<file path="config.mk">
export PLATFORM = sky130hd
export DESIGN_NAME = text_command_line_parser
export DESIGN_NICKNAME = d
export VERILOG_FILES = /design/src/rtl/core/tclp_pkg.sv /design/src/rtl/core/text_command_line_parser.sv
export SDC_FILE = /design/constraint.sdc
export NUM_CORES = 1
export LEC_CHECK = 0
export BUFFER_PORTS_ARGS = -buffer_cell sky130_fd_sc_hd__buf_2
export CORE_ASPECT_RATIO = 0.5
export CORE_UTILIZATION = 45
export DETAILED_ROUTE_END_ITERATION = 10
export HOLD_SLACK_MARGIN = 0.05
export PLACE_DENSITY_LB_ADDON = 0.15
export SYNTH_ARGS = -nofsm -noshare
export SYNTH_HDL_FRONTEND = slang
export SYNTH_SLANG_ARGS = --single-unit
</file>
<file path="constraint.sdc">
create_clock -name clk -period 8.6 [get_ports clk]
set_input_delay 0.43 -clock clk [delete_from_list [all_inputs] [get_ports clk]]
set_output_delay 0.43 -clock clk [all_outputs]
set_load 0.02 [all_outputs]
</file>
<file path="src/rtl/core/tclp_pkg.sv">
// Shared constants, types and helper functions of the text command line parser.
package tclp_pkg;

	// Default sizes of the line buffer limit and the argument list.
	localparam int LINE_LIMIT_DEF     = 128;
	localparam int ARGUMENT_COUNT_DEF = 4;

	// Command identifiers.
	localparam logic [1:0] CMD_NONE = 2'd0;
	localparam logic [1:0] CMD_INFO = 2'd1;
	localparam logic [1:0] CMD_VOLT = 2'd2;
	localparam logic [1:0] CMD_BOTH = 2'd3;

	// Byte codes the parser reacts to.
	localparam logic [7:0] CH_NUL   = 8'h00;
	localparam logic [7:0] CH_HT    = 8'h09;
	localparam logic [7:0] CH_LF    = 8'h0A;
	localparam logic [7:0] CH_VT    = 8'h0B;
	localparam logic [7:0] CH_FF    = 8'h0C;
	localparam logic [7:0] CH_CR    = 8'h0D;
	localparam logic [7:0] CH_SPACE = 8'h20;
	localparam logic [7:0] CH_PLUS  = 8'h2B;
	localparam logic [7:0] CH_MINUS = 8'h2D;
	localparam logic [7:0] CH_ZERO  = 8'h30;
	localparam logic [7:0] CH_NINE  = 8'h39;
	localparam logic [7:0] CH_SEMI  = 8'h3B;

	// Name lengths of the two commands.
	localparam logic [2:0] INFO_LEN = 3'd4;
	localparam logic [2:0] VOLT_LEN = 3'd7;

	// Phase of the argument currently being read.
	typedef enum logic [2:0] {
		PH_IDLE   = 3'd0,
		PH_SPACE  = 3'd1,
		PH_SIGN   = 3'd2,
		PH_DIGITS = 3'd3,
		PH_SKIP   = 3'd4
	} phase_t;

	// Expected character of "INFO" at a name position.
	function automatic logic [7:0] info_char(input logic [1:0] pos);
		logic [7:0] c;
		unique case (pos)
			2'd0: c = 8'h49;
			2'd1: c = 8'h4E;
			2'd2: c = 8'h46;
			default: c = 8'h4F;
		endcase
		return c;
	endfunction

	// Expected character of "VOLT_DC" at a name position.
	function automatic logic [7:0] volt_char(input logic [2:0] pos);
		logic [7:0] c;
		unique case (pos)
			3'd0: c = 8'h56;
			3'd1: c = 8'h4F;
			3'd2: c = 8'h4C;
			3'd3: c = 8'h54;
			3'd4: c = 8'h5F;
			3'd5: c = 8'h44;
			3'd6: c = 8'h43;
			default: c = 8'h00;
		endcase
		return c;
	endfunction

	// Command id of a finished name, or CMD_NONE when it matches neither.
	function automatic logic [1:0] name_match(input logic [1:0] cand, input logic [2:0] pos);
		logic [1:0] id;
		if (cand[0] && pos == INFO_LEN) begin
			id = CMD_INFO;
		end else if (cand[1] && pos == VOLT_LEN) begin
			id = CMD_VOLT;
		end else begin
			id = CMD_NONE;
		end
		return id;
	endfunction

	// Final value of an argument from its magnitude, sign and overflow.
	function automatic logic [31:0] commit_value(input logic [31:0] v, input logic neg,
			input logic sat);
		logic [31:0] r;
		if (sat) begin
			r = 32'hFFFF_FFFF;
		end else if (neg) begin
			r = 32'd0 - v;
		end else begin
			r = v;
		end
		return r;
	endfunction

endpackage

</file>
<file path="src/rtl/core/text_command_line_parser.sv">
// Top level of the text command line parser: byte input stage, line parser and result register.

// Bytes enter one a cycle through byte_valid/byte_ready and are parsed as lines of the form
// NAME;a;b;c;d ended by a newline. The name must be INFO (id 1) or VOLT_DC (id 2); each
// argument is read as an unsigned 32-bit decimal with optional sign, saturating on overflow,
// and a missing or non-numeric argument reads as 0. A valid line gives one word on the result
// channel once its newline has passed the input register and the result register; invalid
// lines, and lines that reach LINE_LIMIT-1 bytes without a newline, give nothing. The block
// takes one byte every cycle: each byte passes an input register, one compare and
// multiply-by-ten update of the line state, and the result register, and it keeps taking
// bytes while a result waits unless a second result would have to overwrite it.
module text_command_line_parser #(
	parameter int LINE_LIMIT     = tclp_pkg::LINE_LIMIT_DEF,
	parameter int ARGUMENT_COUNT = tclp_pkg::ARGUMENT_COUNT_DEF
) (
	input  logic        clk,
	input  logic        arst_n,
	input  logic        byte_valid,
	output logic        byte_ready,
	input  logic [7:0]  rx_byte,
	output logic        result_valid,
	input  logic        result_ready,
	output logic [1:0]  command_id,
	output logic [31:0] argument_0,
	output logic [31:0] argument_1,
	output logic [31:0] argument_2,
	output logic [31:0] argument_3
);

	localparam int LL_W  = $clog2(LINE_LIMIT);
	localparam int FN_W  = $clog2(ARGUMENT_COUNT + 2);
	localparam int IDX_W = (ARGUMENT_COUNT > 1) ? $clog2(ARGUMENT_COUNT) : 1;
	localparam logic [FN_W-1:0] FN_LAST = FN_W'(ARGUMENT_COUNT);
	localparam logic [FN_W-1:0] FN_DONE = FN_W'(ARGUMENT_COUNT + 1);
	localparam logic [LL_W-1:0] LL_MAX  = LL_W'(LINE_LIMIT - 1);

	// Input stage.
	logic       valid_s1;
	logic [7:0] byte_s1;
	logic       out_free;
	logic       advance;

	// Line state.
	logic [LL_W-1:0]   ll_q, ll_d;
	logic [FN_W-1:0]   fn_q, fn_d;
	logic [1:0]        cand_q, cand_d;
	logic [2:0]        pos_q, pos_d;
	tclp_pkg::phase_t  ph_q, ph_d;
	logic              neg_q, neg_d;
	logic              sat_q, sat_d;
	logic              cut_q, cut_d;
	logic [31:0]       args_q [ARGUMENT_COUNT];
	logic [31:0]       args_d [ARGUMENT_COUNT];

	// Result of the byte in the input stage.
	logic        res_valid;
	logic [1:0]  res_id;
	logic [31:0] res_args [4];

	// A byte that gives no result moves on even while a result word waits.
	assign out_free   = !result_valid || result_ready;
	assign advance    = valid_s1 && (out_free || !res_valid);
	assign byte_ready = !valid_s1 || advance;

	// Input register.
	always_ff @(posedge clk or negedge arst_n) begin
		if (!arst_n) begin
			valid_s1 <= 1'b0;
		end else if (byte_valid && byte_ready) begin
			valid_s1 <= 1'b1;
		end else if (advance) begin
			valid_s1 <= 1'b0;
		end
	end

	always_ff @(posedge clk) begin
		if (byte_valid && byte_ready) begin
			byte_s1 <= rx_byte;
		end
	end

	// Next line state and result for the byte in the input stage.
	always_comb begin
		logic [IDX_W-1:0] slot;
		logic [31:0]      cur;
		logic [35:0]      prod;
		logic             delim;
		logic             digit;
		logic             space;
		logic             do_clear;
		logic [LL_W-1:0]  ll_inc;
		logic [1:0]       id;
		logic [7:0]       b;

		b        = byte_s1;
		ll_d     = ll_q;
		fn_d     = fn_q;
		cand_d   = cand_q;
		pos_d    = pos_q;
		ph_d     = ph_q;
		neg_d    = neg_q;
		sat_d    = sat_q;
		cut_d    = cut_q;
		args_d   = args_q;
		do_clear = 1'b0;
		slot     = IDX_W'(fn_q - FN_W'(1));
		cur      = args_q[slot];
		prod     = 36'd0;
		id       = tclp_pkg::CMD_NONE;
		ll_inc   = ll_q + LL_W'(1);
		delim    = (b == tclp_pkg::CH_SEMI) || (b == tclp_pkg::CH_CR);
		digit    = (b >= tclp_pkg::CH_ZERO) && (b <= tclp_pkg::CH_NINE);
		space    = (b == tclp_pkg::CH_SPACE) || (b == tclp_pkg::CH_HT) ||
			(b == tclp_pkg::CH_VT) || (b == tclp_pkg::CH_FF);

		res_valid = 1'b0;
		for (int k = 0; k < 4; k++) begin
			res_args[k] = (k < ARGUMENT_COUNT) ? args_q[k] : 32'd0;
		end

		if (b == tclp_pkg::CH_LF) begin
			// End of line: close an open argument and report a recognized command.
			if (fn_q == FN_W'(0)) begin
				id = tclp_pkg::name_match(cand_q, pos_q);
			end else begin
				id = cand_q;
				if (fn_q <= FN_LAST && ph_q != tclp_pkg::PH_IDLE) begin
					for (int k = 0; k < 4; k++) begin
						if (k < ARGUMENT_COUNT && IDX_W'(k) == slot) begin
							res_args[k] = tclp_pkg::commit_value(cur, neg_q, sat_q);
						end
					end
				end
			end
			res_valid = (id != tclp_pkg::CMD_NONE);
			do_clear  = 1'b1;
		end else begin
			if (!cut_q) begin
				if (b == tclp_pkg::CH_NUL) begin
					cut_d = 1'b1;
				end else if (fn_q == FN_W'(0)) begin
					// Name token.
					if (b == tclp_pkg::CH_SEMI) begin
						if (pos_q != 3'd0) begin
							id = tclp_pkg::name_match(cand_q, pos_q);
							if (id != tclp_pkg::CMD_NONE) begin
								cand_d = id;
								fn_d   = FN_W'(1);
								ph_d   = tclp_pkg::PH_IDLE;
							end else begin
								cand_d = tclp_pkg::CMD_NONE;
								fn_d   = FN_DONE;
							end
						end
					end else begin
						if (!(pos_q < tclp_pkg::INFO_LEN && b == tclp_pkg::info_char(pos_q[1:0]))) begin
							cand_d[0] = 1'b0;
						end
						if (!(pos_q < tclp_pkg::VOLT_LEN && b == tclp_pkg::volt_char(pos_q))) begin
							cand_d[1] = 1'b0;
						end
						if (pos_q < 3'd7) begin
							pos_d = pos_q + 3'd1;
						end
					end
				end else if (fn_q <= FN_LAST) begin
					// Argument token.
					if (!(ph_q == tclp_pkg::PH_IDLE && delim)) begin
						if (ph_q == tclp_pkg::PH_IDLE) begin
							ph_d  = tclp_pkg::PH_SPACE;
							neg_d = 1'b0;
							sat_d = 1'b0;
							cur   = 32'd0;
						end
						if (delim) begin
							cur  = tclp_pkg::commit_value(cur, neg_d, sat_d);
							fn_d = fn_q + FN_W'(1);
							ph_d = tclp_pkg::PH_IDLE;
						end else if (ph_d == tclp_pkg::PH_SPACE && space) begin
							ph_d = tclp_pkg::PH_SPACE;
						end else if (ph_d == tclp_pkg::PH_SPACE &&
								(b == tclp_pkg::CH_PLUS || b == tclp_pkg::CH_MINUS)) begin
							neg_d = (b == tclp_pkg::CH_MINUS);
							ph_d  = tclp_pkg::PH_SIGN;
						end else if (ph_d == tclp_pkg::PH_SPACE || ph_d == tclp_pkg::PH_SIGN ||
								ph_d == tclp_pkg::PH_DIGITS) begin
							if (digit) begin
								// Multiply by ten and add the digit, saturating on overflow.
								ph_d = tclp_pkg::PH_DIGITS;
								if (!sat_d) begin
									prod = ({4'd0, cur} << 3) + ({4'd0, cur} << 1) +
										{32'd0, b[3:0]};
									if (prod[35:32] != 4'd0) begin
										sat_d = 1'b1;
									end else begin
										cur = prod[31:0];
									end
								end
							end else begin
								ph_d = tclp_pkg::PH_SKIP;
							end
						end
						args_d[slot] = cur;
					end
				end
			end
			ll_d = ll_inc;
			if (ll_inc >= LL_MAX) begin
				do_clear = 1'b1;
			end
		end

		res_id = id;

		// Start a fresh line.
		if (do_clear) begin
			ll_d   = '0;
			fn_d   = '0;
			cand_d = tclp_pkg::CMD_BOTH;
			pos_d  = 3'd0;
			ph_d   = tclp_pkg::PH_IDLE;
			neg_d  = 1'b0;
			sat_d  = 1'b0;
			cut_d  = 1'b0;
			for (int k = 0; k < ARGUMENT_COUNT; k++) begin
				args_d[k] = 32'd0;
			end
		end
	end

	// Line state registers.
	always_ff @(posedge clk or negedge arst_n) begin
		if (!arst_n) begin
			ll_q   <= '0;
			fn_q   <= '0;
			cand_q <= tclp_pkg::CMD_BOTH;
			pos_q  <= 3'd0;
			ph_q   <= tclp_pkg::PH_IDLE;
			neg_q  <= 1'b0;
			sat_q  <= 1'b0;
			cut_q  <= 1'b0;
			for (int k = 0; k < ARGUMENT_COUNT; k++) begin
				args_q[k] <= 32'd0;
			end
		end else if (advance) begin
			ll_q   <= ll_d;
			fn_q   <= fn_d;
			cand_q <= cand_d;
			pos_q  <= pos_d;
			ph_q   <= ph_d;
			neg_q  <= neg_d;
			sat_q  <= sat_d;
			cut_q  <= cut_d;
			args_q <= args_d;
		end
	end

	// Result register.
	always_ff @(posedge clk or negedge arst_n) begin
		if (!arst_n) begin
			result_valid <= 1'b0;
		end else if (advance && res_valid) begin
			result_valid <= 1'b1;
		end else if (result_ready) begin
			result_valid <= 1'b0;
		end
	end

	always_ff @(posedge clk) begin
		if (advance && res_valid) begin
			command_id <= res_id;
			argument_0 <= res_args[0];
			argument_1 <= res_args[1];
			argument_2 <= res_args[2];
			argument_3 <= res_args[3];
		end
	end

	// A held result must never be overwritten by the next one.
	assert property (@(posedge clk) disable iff (!arst_n)
		(result_valid && !result_ready) |-> !(advance && res_valid))
		else $error("result overwritten while stalled");

	// A delivered result always carries a recognized command.
	assert property (@(posedge clk) disable iff (!arst_n)
		result_valid |-> (command_id == tclp_pkg::CMD_INFO || command_id == tclp_pkg::CMD_VOLT))
		else $error("result with unknown command id");

	// The line length is cleared before it reaches the limit.
	assert property (@(posedge clk) disable iff (!arst_n)
		ll_q < LL_MAX)
		else $error("line length past limit");

	// An argument is only read while an argument field is open.
	assert property (@(posedge clk) disable iff (!arst_n)
		(ph_q != tclp_pkg::PH_IDLE) |-> (fn_q != FN_W'(0) && fn_q <= FN_LAST))
		else $error("argument phase outside argument field");

endmodule
</file>
* Word level (Yosys, flattened, before mapping)
Index checks and enable logic that the tools add are counted.
** Word-level totals
- Register bits :: 289
- Input bits :: 12
** Cells by class
- $add $sub $neg :: 8
- Magnitude comparators :: 8
- Equality and inequality tests :: 39
- Muxes and demuxes :: 173
- Bitwise operators :: 1
- Reduce and logical (&&, ||, !) cells :: 51
** Operators by type and width (number)
- $mux W128 :: 10
- $mux W32 :: 31
- $bwmux W128 :: 1
- $mux W3 :: 40
- $mux W8 :: 10
- $bmux W32 S2 :: 1
- $demux W32 S2 :: 1
- $sub A1 B32 Y32 const A :: 2
- $mux W1 :: 51
- $pmux W7 S7 :: 1
- $mux W2 :: 24
- $eq A8 B4 Y1 const B :: 5
- $add A35 B33 Y36 :: 1
- $add A36 B4 Y36 :: 1
- $eq A8 B6 Y1 const B :: 4
- $reduce_and A7 Y1 :: 4
- $reduce_and A9 Y1 :: 2
- $eq A8 B8 Y1 :: 2
- $mux W7 :: 2
- $reduce_bool A2 Y1 :: 7
- $logic_and A1 B1 Y1 :: 13
- $eq A3 B2 Y1 const B :: 4
- $eq A3 B3 Y1 const B :: 4
- $ne A2 B1 Y1 const B :: 6
- other kinds (27) :: 53

* Depth between registers and ports, before layout
- Depth after elaboration :: 36
- Mapped depth :: 26

* Worst setup path after synthesis
Ideal clock, no wire load.
- Kind :: reg-to-reg
- Start :: reg fn_q[0]
- End :: reg argument_0[0] (enable)
- Arrival :: 7.623 ns
- Required time :: 7.979 ns
- Slack :: 0.355 ns
- Stages on the path, launching flop included :: 14
- Path buffers :: 5
- Period minus slack after synthesis :: 8.245 ns
- Cells stage by stage :: dfrtp_1 -> buf_6 -> buf_8 -> buf_6 -> buf_2 -> inv_1 -> ha_1 -> nand2b_1 -> o21ai_0 -> a21o_1 -> or3_1 -> nand2_1 -> clkbuf_1 -> nor2_1
** Between the ends
- Longest elaborated chain between the ends :: 9
** RTL lines
- start: declaration :: line text_command_line_parser.sv:45 : logic [FN_W-1:0] fn_q, fn_d;
- start signal: assignment :: line text_command_line_parser.sv:247 : fn_q <= fn_d;
- $logic_not A3 Y1 * :: line text_command_line_parser.sv:123 : if (fn_q == FN_W'(0)) begin
- $mux W2 * :: line text_command_line_parser.sv:123
- $mux W2 * :: line text_command_line_parser.sv:121 : if (b == tclp_pkg::CH_LF) begin
- $reduce_bool A2 Y1 * :: line text_command_line_parser.sv:135 : res_valid = (id != tclp_pkg::CMD_NONE);
- $mux W1 * :: line text_command_line_parser.sv:121
- $logic_not A1 Y1 :: line text_command_line_parser.sv:62 : assign advance = valid_s1 && (out_free || !res_valid);
- $logic_or A1 B1 Y1 :: line text_command_line_parser.sv:62
- $logic_and A1 B1 Y1 :: line text_command_line_parser.sv:62
- $logic_and A1 B1 Y1 * :: line text_command_line_parser.sv:270 : if (advance && res_valid) begin
- end signal: assignment :: line text_command_line_parser.sv:272 : argument_0 <= res_args[0];
- end: declaration :: line text_command_line_parser.sv:24 : output logic [31:0] argument_0,
Every way passes the cells marked *; elsewhere a longest branch is shown, timed or not. The select of a mux whose other input is x is not followed.
A chain may end at the register's enable or synchronous reset.

* Worst setup path in the final report
- Start :: reg fn_q[1]
- End :: reg args_q[98] (netlist bit)
** Between the ends
- Longest elaborated chain between the ends :: 36
** RTL lines
- $sub A2 B1 Y2 :: line text_command_line_parser.sv:106 : slot = IDX_W'(fn_q - FN_W'(1));
- $not A2 Y3 (not written as such) :: line text_command_line_parser.sv:107, text_command_line_parser.sv:203
- $bmux W32 S2 :: line text_command_line_parser.sv:107 : cur = args_q[slot];
- $mux W32 (not written as such) (2 in series) :: line text_command_line_parser.sv:107
- $mux W32 :: line text_command_line_parser.sv:169 : if (ph_q == tclp_pkg::PH_IDLE) begin
- $mux W32 :: line text_command_line_parser.sv:168 : if (!(ph_q == tclp_pkg::PH_IDLE && delim)) begin
- $mux W32 :: line text_command_line_parser.sv:166 : end else if (fn_q <= FN_LAST) begin
- $mux W32 :: line text_command_line_parser.sv:141 : end else if (fn_q == FN_W'(0)) begin
- [19 not listed]
- $bwmux W128 :: line text_command_line_parser.sv:203 : args_d[slot] = cur;
- $mux W128 :: line text_command_line_parser.sv:168
- $mux W128 :: line text_command_line_parser.sv:166
- $mux W128 :: line text_command_line_parser.sv:141
- $mux W128 :: line text_command_line_parser.sv:139 : if (b == tclp_pkg::CH_NUL) begin
- $mux W128 :: line text_command_line_parser.sv:138 : if (!cut_q) begin
- $mux W128 :: line text_command_line_parser.sv:121
- $mux W128 :: line text_command_line_parser.sv:216 : if (do_clear) begin
- end signal: assignment :: line text_command_line_parser.sv:254 : args_q <= args_d;
- end: declaration :: line text_command_line_parser.sv:52 : logic [31:0] args_q [ARGUMENT_COUNT];
Several ways; a longest one is shown, not always the timed one. The select of a mux whose other input is x is not followed.

==> out/metrics.yaml <==
status:
  status: "completed"
finish:
  layout_commonest_cell: "nand2_1"
  finalNonFillerCells: 2321
  layout_common_cells: "nand2_1 (307), o21ai_0 (237), dfrtp_1 (148)"
  drive_gt1_frac: 0.162
  fill_cells: 3345
  multiInputGateArea_mm2: 0.00851
  regArea_mm2: 0.00793
  n_antenna_cell: 0
  area_growth_pct: 12.2
  final_util: 0.521
  fin_area_mm2: 0.0190
  nNetsFinal: 1907
floorplanning:
  row_count: 49
  io_pins: 144
  die_w_um: 276
  dieHeight_um: 139
  start_util: 0.464
  fp.dieArea_mm2: 0.0385
  core-area_mm2: 0.0365
critical_path:
  critical_path.max_fanout: 33
  cp_data_required_time_ns: 8.99
  cp-end-kind: "register"
  start_kind: "register"
  r2r_slack_ns: 2.50
  rr_worst_depth: 20
  r2r-start: "fn_q[1]$_DFFE_PN0P_"
  crit_type: "register to register"
  arrival_ns: 6.50
  r2r-end: "args_q[98]$_DFFE_PN0P_"
power_and_ir_drop:
  irDropWorstVdd_v: 0.000177
  power_density_mw_per_mm2: 280
  net-switching-power_mw: 2.24
  power.leakage_nw: 8.03
  intPower_mw: 3.09
  finalPower_mw: 5.32
  netSwitchingFraction: 0.420
  clock_power_share: 0.221
  pwr-share-seq: 0.345
  p_comb_frac: 0.434
clock_tree:
  cts_sinks: 289
  tritoncts: "built"
  cts_buffers: 27
  cts.clk_slew.worst_paths_ns: 0.07
  cts-root-buf: "clkbuf_16"
  clk_path_buf_depth: 3
  clk_latency_ns: 0.57
  cts_max_level: 1
yosys:
  seq_area_frac_synth: 0.468
  synth_cells: 1710
  synthXorXnorAreaFrac: 0.0398
  synth-compound-area-share: 0.197
  synth_nets: 1801
  synth_enable_flop_cells: 138
  synth_fa_ha_area_frac: 0.0588
  synth_top_family_by_area: "compound AO/OA/AOI/OAI gates"
  ys_ff_latch: 289
  syn_area_per_cell_um2: 9.90
  synth-simple-area-share: 0.149
  synthFlopType: "dfrtp_1"
  yosys_warnings: 0
  synth-async-reset-ratio: 0.522
  synthMuxAreaShare: 0.0559
  yosysUniqueCellTypes: 86
  netlist_area_mm2: 0.0169
drt:
  routed_wl_mm: 50.8
  wire_per_inst_um: 21.9
  drtPass1Iterations: 5
  drtIter0Drc: 1293
  antenna_left: 0
  remaining_drc_errors: 0
  via_count: 14000
  viasPerCell: 6.02
sta:
  finalCritPeriodShare: 0.710
  timing.final.crit_period_ns: 6.10
  post-route-worst-setup-slack_ns: 2.50
  rsz0062_at_grt: "false"
  timing.hold.ws_ns: 0.0669
  clock_skew_ns: 0.0137
  setup_viol_count_final: 0
  slew-limit-headroom: 0.237
  tns_ns: 0
  tightest_slew_ns: 1.14
  fmaxAchievable_ghz: 0.164
  final_hold_viol_count: 0
  slew_viol_final: 0
placement:
  place_ws_ns: 2.59
  io_buffers: 143
  gp_congestion: 1.00
  dpl.hpwl_mm: 35.3
  place_inst: 2262
  placed_cell_area_mm2: 0.0180
grt:
  antenna_found_initial: 1
  grt-ovfl-total: 0
  grt_start_max_net_pins: 82
  grt_pass1_wl_mm: 78.8
  grtUsageTotal: 0.263
  grt_pass1_vias: 13400
min_path:
  hold_depth: 2
  holdCritStartpoint: "byte_valid"
  hold-path-endpoint: "valid_s1$_DFFE_PN0P_"
  hold_path.class: "input port to register"
job:
  drv_cap: 0
-- Yosys cell counts, drive strengths merged (4+ instances only) --
master    n  share of area
a32o     10         0.0059
a21boi    7         0.0033
nand2b   17         0.0067
a21oi    67          0.020
or2       9         0.0035
mux4     32          0.043
and3      5         0.0018
nor2     86          0.020
buf      18         0.0072
and2     35          0.013
mux2     12         0.0080
ha       78          0.058
nor4      7         0.0026
o21ai   267          0.079
inv      32         0.0071
nand2   311          0.069
a21o     13         0.0058
nor2b     9         0.0033
a31oi    12         0.0044
nand4    11         0.0041
or4       6         0.0031
clkbuf   79          0.018
nor3     23         0.0078
xor2     18         0.0093
o211ai   12         0.0053
nand3    14         0.0041
a211oi    4         0.0021
edfxtp  138           0.24
mux2i     9         0.0053
a221oi    4         0.0021
o31ai    18         0.0094
a221o     8         0.0047
dfrtp   149           0.22
o22ai     9         0.0033
or3      12         0.0050
a22o     59          0.031
xnor2    59          0.031
-- final cells by class --
| type | count | share of cell area |
|---|---|---|
| inverter | 32 | 0.00632 |
| sequential | 289 | 0.417 |
| tap | 484 | 0.0319 |
| timing repair buffer | 174 | 0.0514 |
| clock inverter | 16 | 0.00672 |
| multi-input combinational | 1292 | 0.448 |
| clock buffer | 34 | 0.0382 |
-- routing by layer --
metal,vias up,part of all wire,GRT usage
met2,510,0.42,0.387
met3,81,0.080,0.0603
met1,6892,0.47,0.386
met5,-,0.00026,0
met4,2,0.029,0.0741
li1,6492,-,-
-- worst max-delay path by stage --
stage / from / endpoint / slack (ns) / cells after the start
2_1_floorplan: fn_q[0]$_DFFE_PN0P_ / argument_0[0]$_DFFE_PP_ / 0.36 / 13
5_1_grt: fn_q[1]$_DFFE_PN0P_ / args_q[3]$_DFFE_PN0P_ / 2.29 / 21
3_5_place_dp: fn_q[1]$_DFFE_PN0P_ / args_q[98]$_DFFE_PN0P_ / 2.59 / 20
6_report: fn_q[1]$_DFFE_PN0P_ / args_q[98]$_DFFE_PN0P_ / 2.50 / 20
4_1_cts: fn_q[1]$_DFFE_PN0P_ / args_q[98]$_DFFE_PN0P_ / 2.55 / 20
3_3_place_gp: fn_q[1]$_DFFE_PN0P_ / args_q[34]$_DFFE_PN0P_ / 2.76 / 21
-- sequential cells by signal (all words and copies together) (netlist names), 2 cells and up --
signal      cells
args_q        128
argument_0     32
argument_1     32
argument_2     32
argument_3     32
byte_s1         8
ll_q            7
fn_q            3
ph_q            3
pos_q           3
cand_q          2
command_id      2
-- worst max-delay path, stage by stage (launching register included) --
cell and delay (ns):
dfrtp_1 0.41, inv_1 0.11, ha_1 0.28, buf_4 0.52
mux4_2 0.49, nand2_1 0.18, xnor2_1 0.09, ha_1 0.32
inv_1 0.07, fa_1 0.45, nand2b_1 0.18, a21oi_1 0.26
o211a_1 0.25, or2_2 0.17, o211ai_1 0.12, a211o_1 0.36
a2111oi_4 0.39, buf_4 0.35, mux2_2 0.37, o21ai_0 0.38
o21ai_0 0.15
-- kinds of logic (layout without fill, tap and decap cells) --
| family | after synthesis | count (layout) |
|---|---|---|
| xor+xnor | 77 | 77 |
| simple gates | 554 | 554 |
| compound gates | 529 | 529 |
| buf+inv | 129 | 256 |
| mux | 53 | 53 |
| flops | 289 | 289 |
| fa+ha+maj | 79 | 79 |
-- power by group through the flow --
stage                     combinational (mW)  sequential [mW]  clock, mW
after detailed placement                2.26             1.86          0
after global routing                    2.50             1.86       1.25
after CTS                               2.27             1.83       1.20
after global placement                  2.24             1.86          0
after floorplan                         1.65             1.79          0
final                                   2.31             1.84       1.18
-- what timing repair did --
item / 4_1_cts / 5_1_grt
endpoints found under the setup margin: 0 / 0
gates resized for setup: 0 / 0
buffers inserted: 0 / 0
endpoints found under the hold margin: 86 / 0
hold buffers: 9 / 0
No activity file was read; power rests on OpenSTA's default activity.
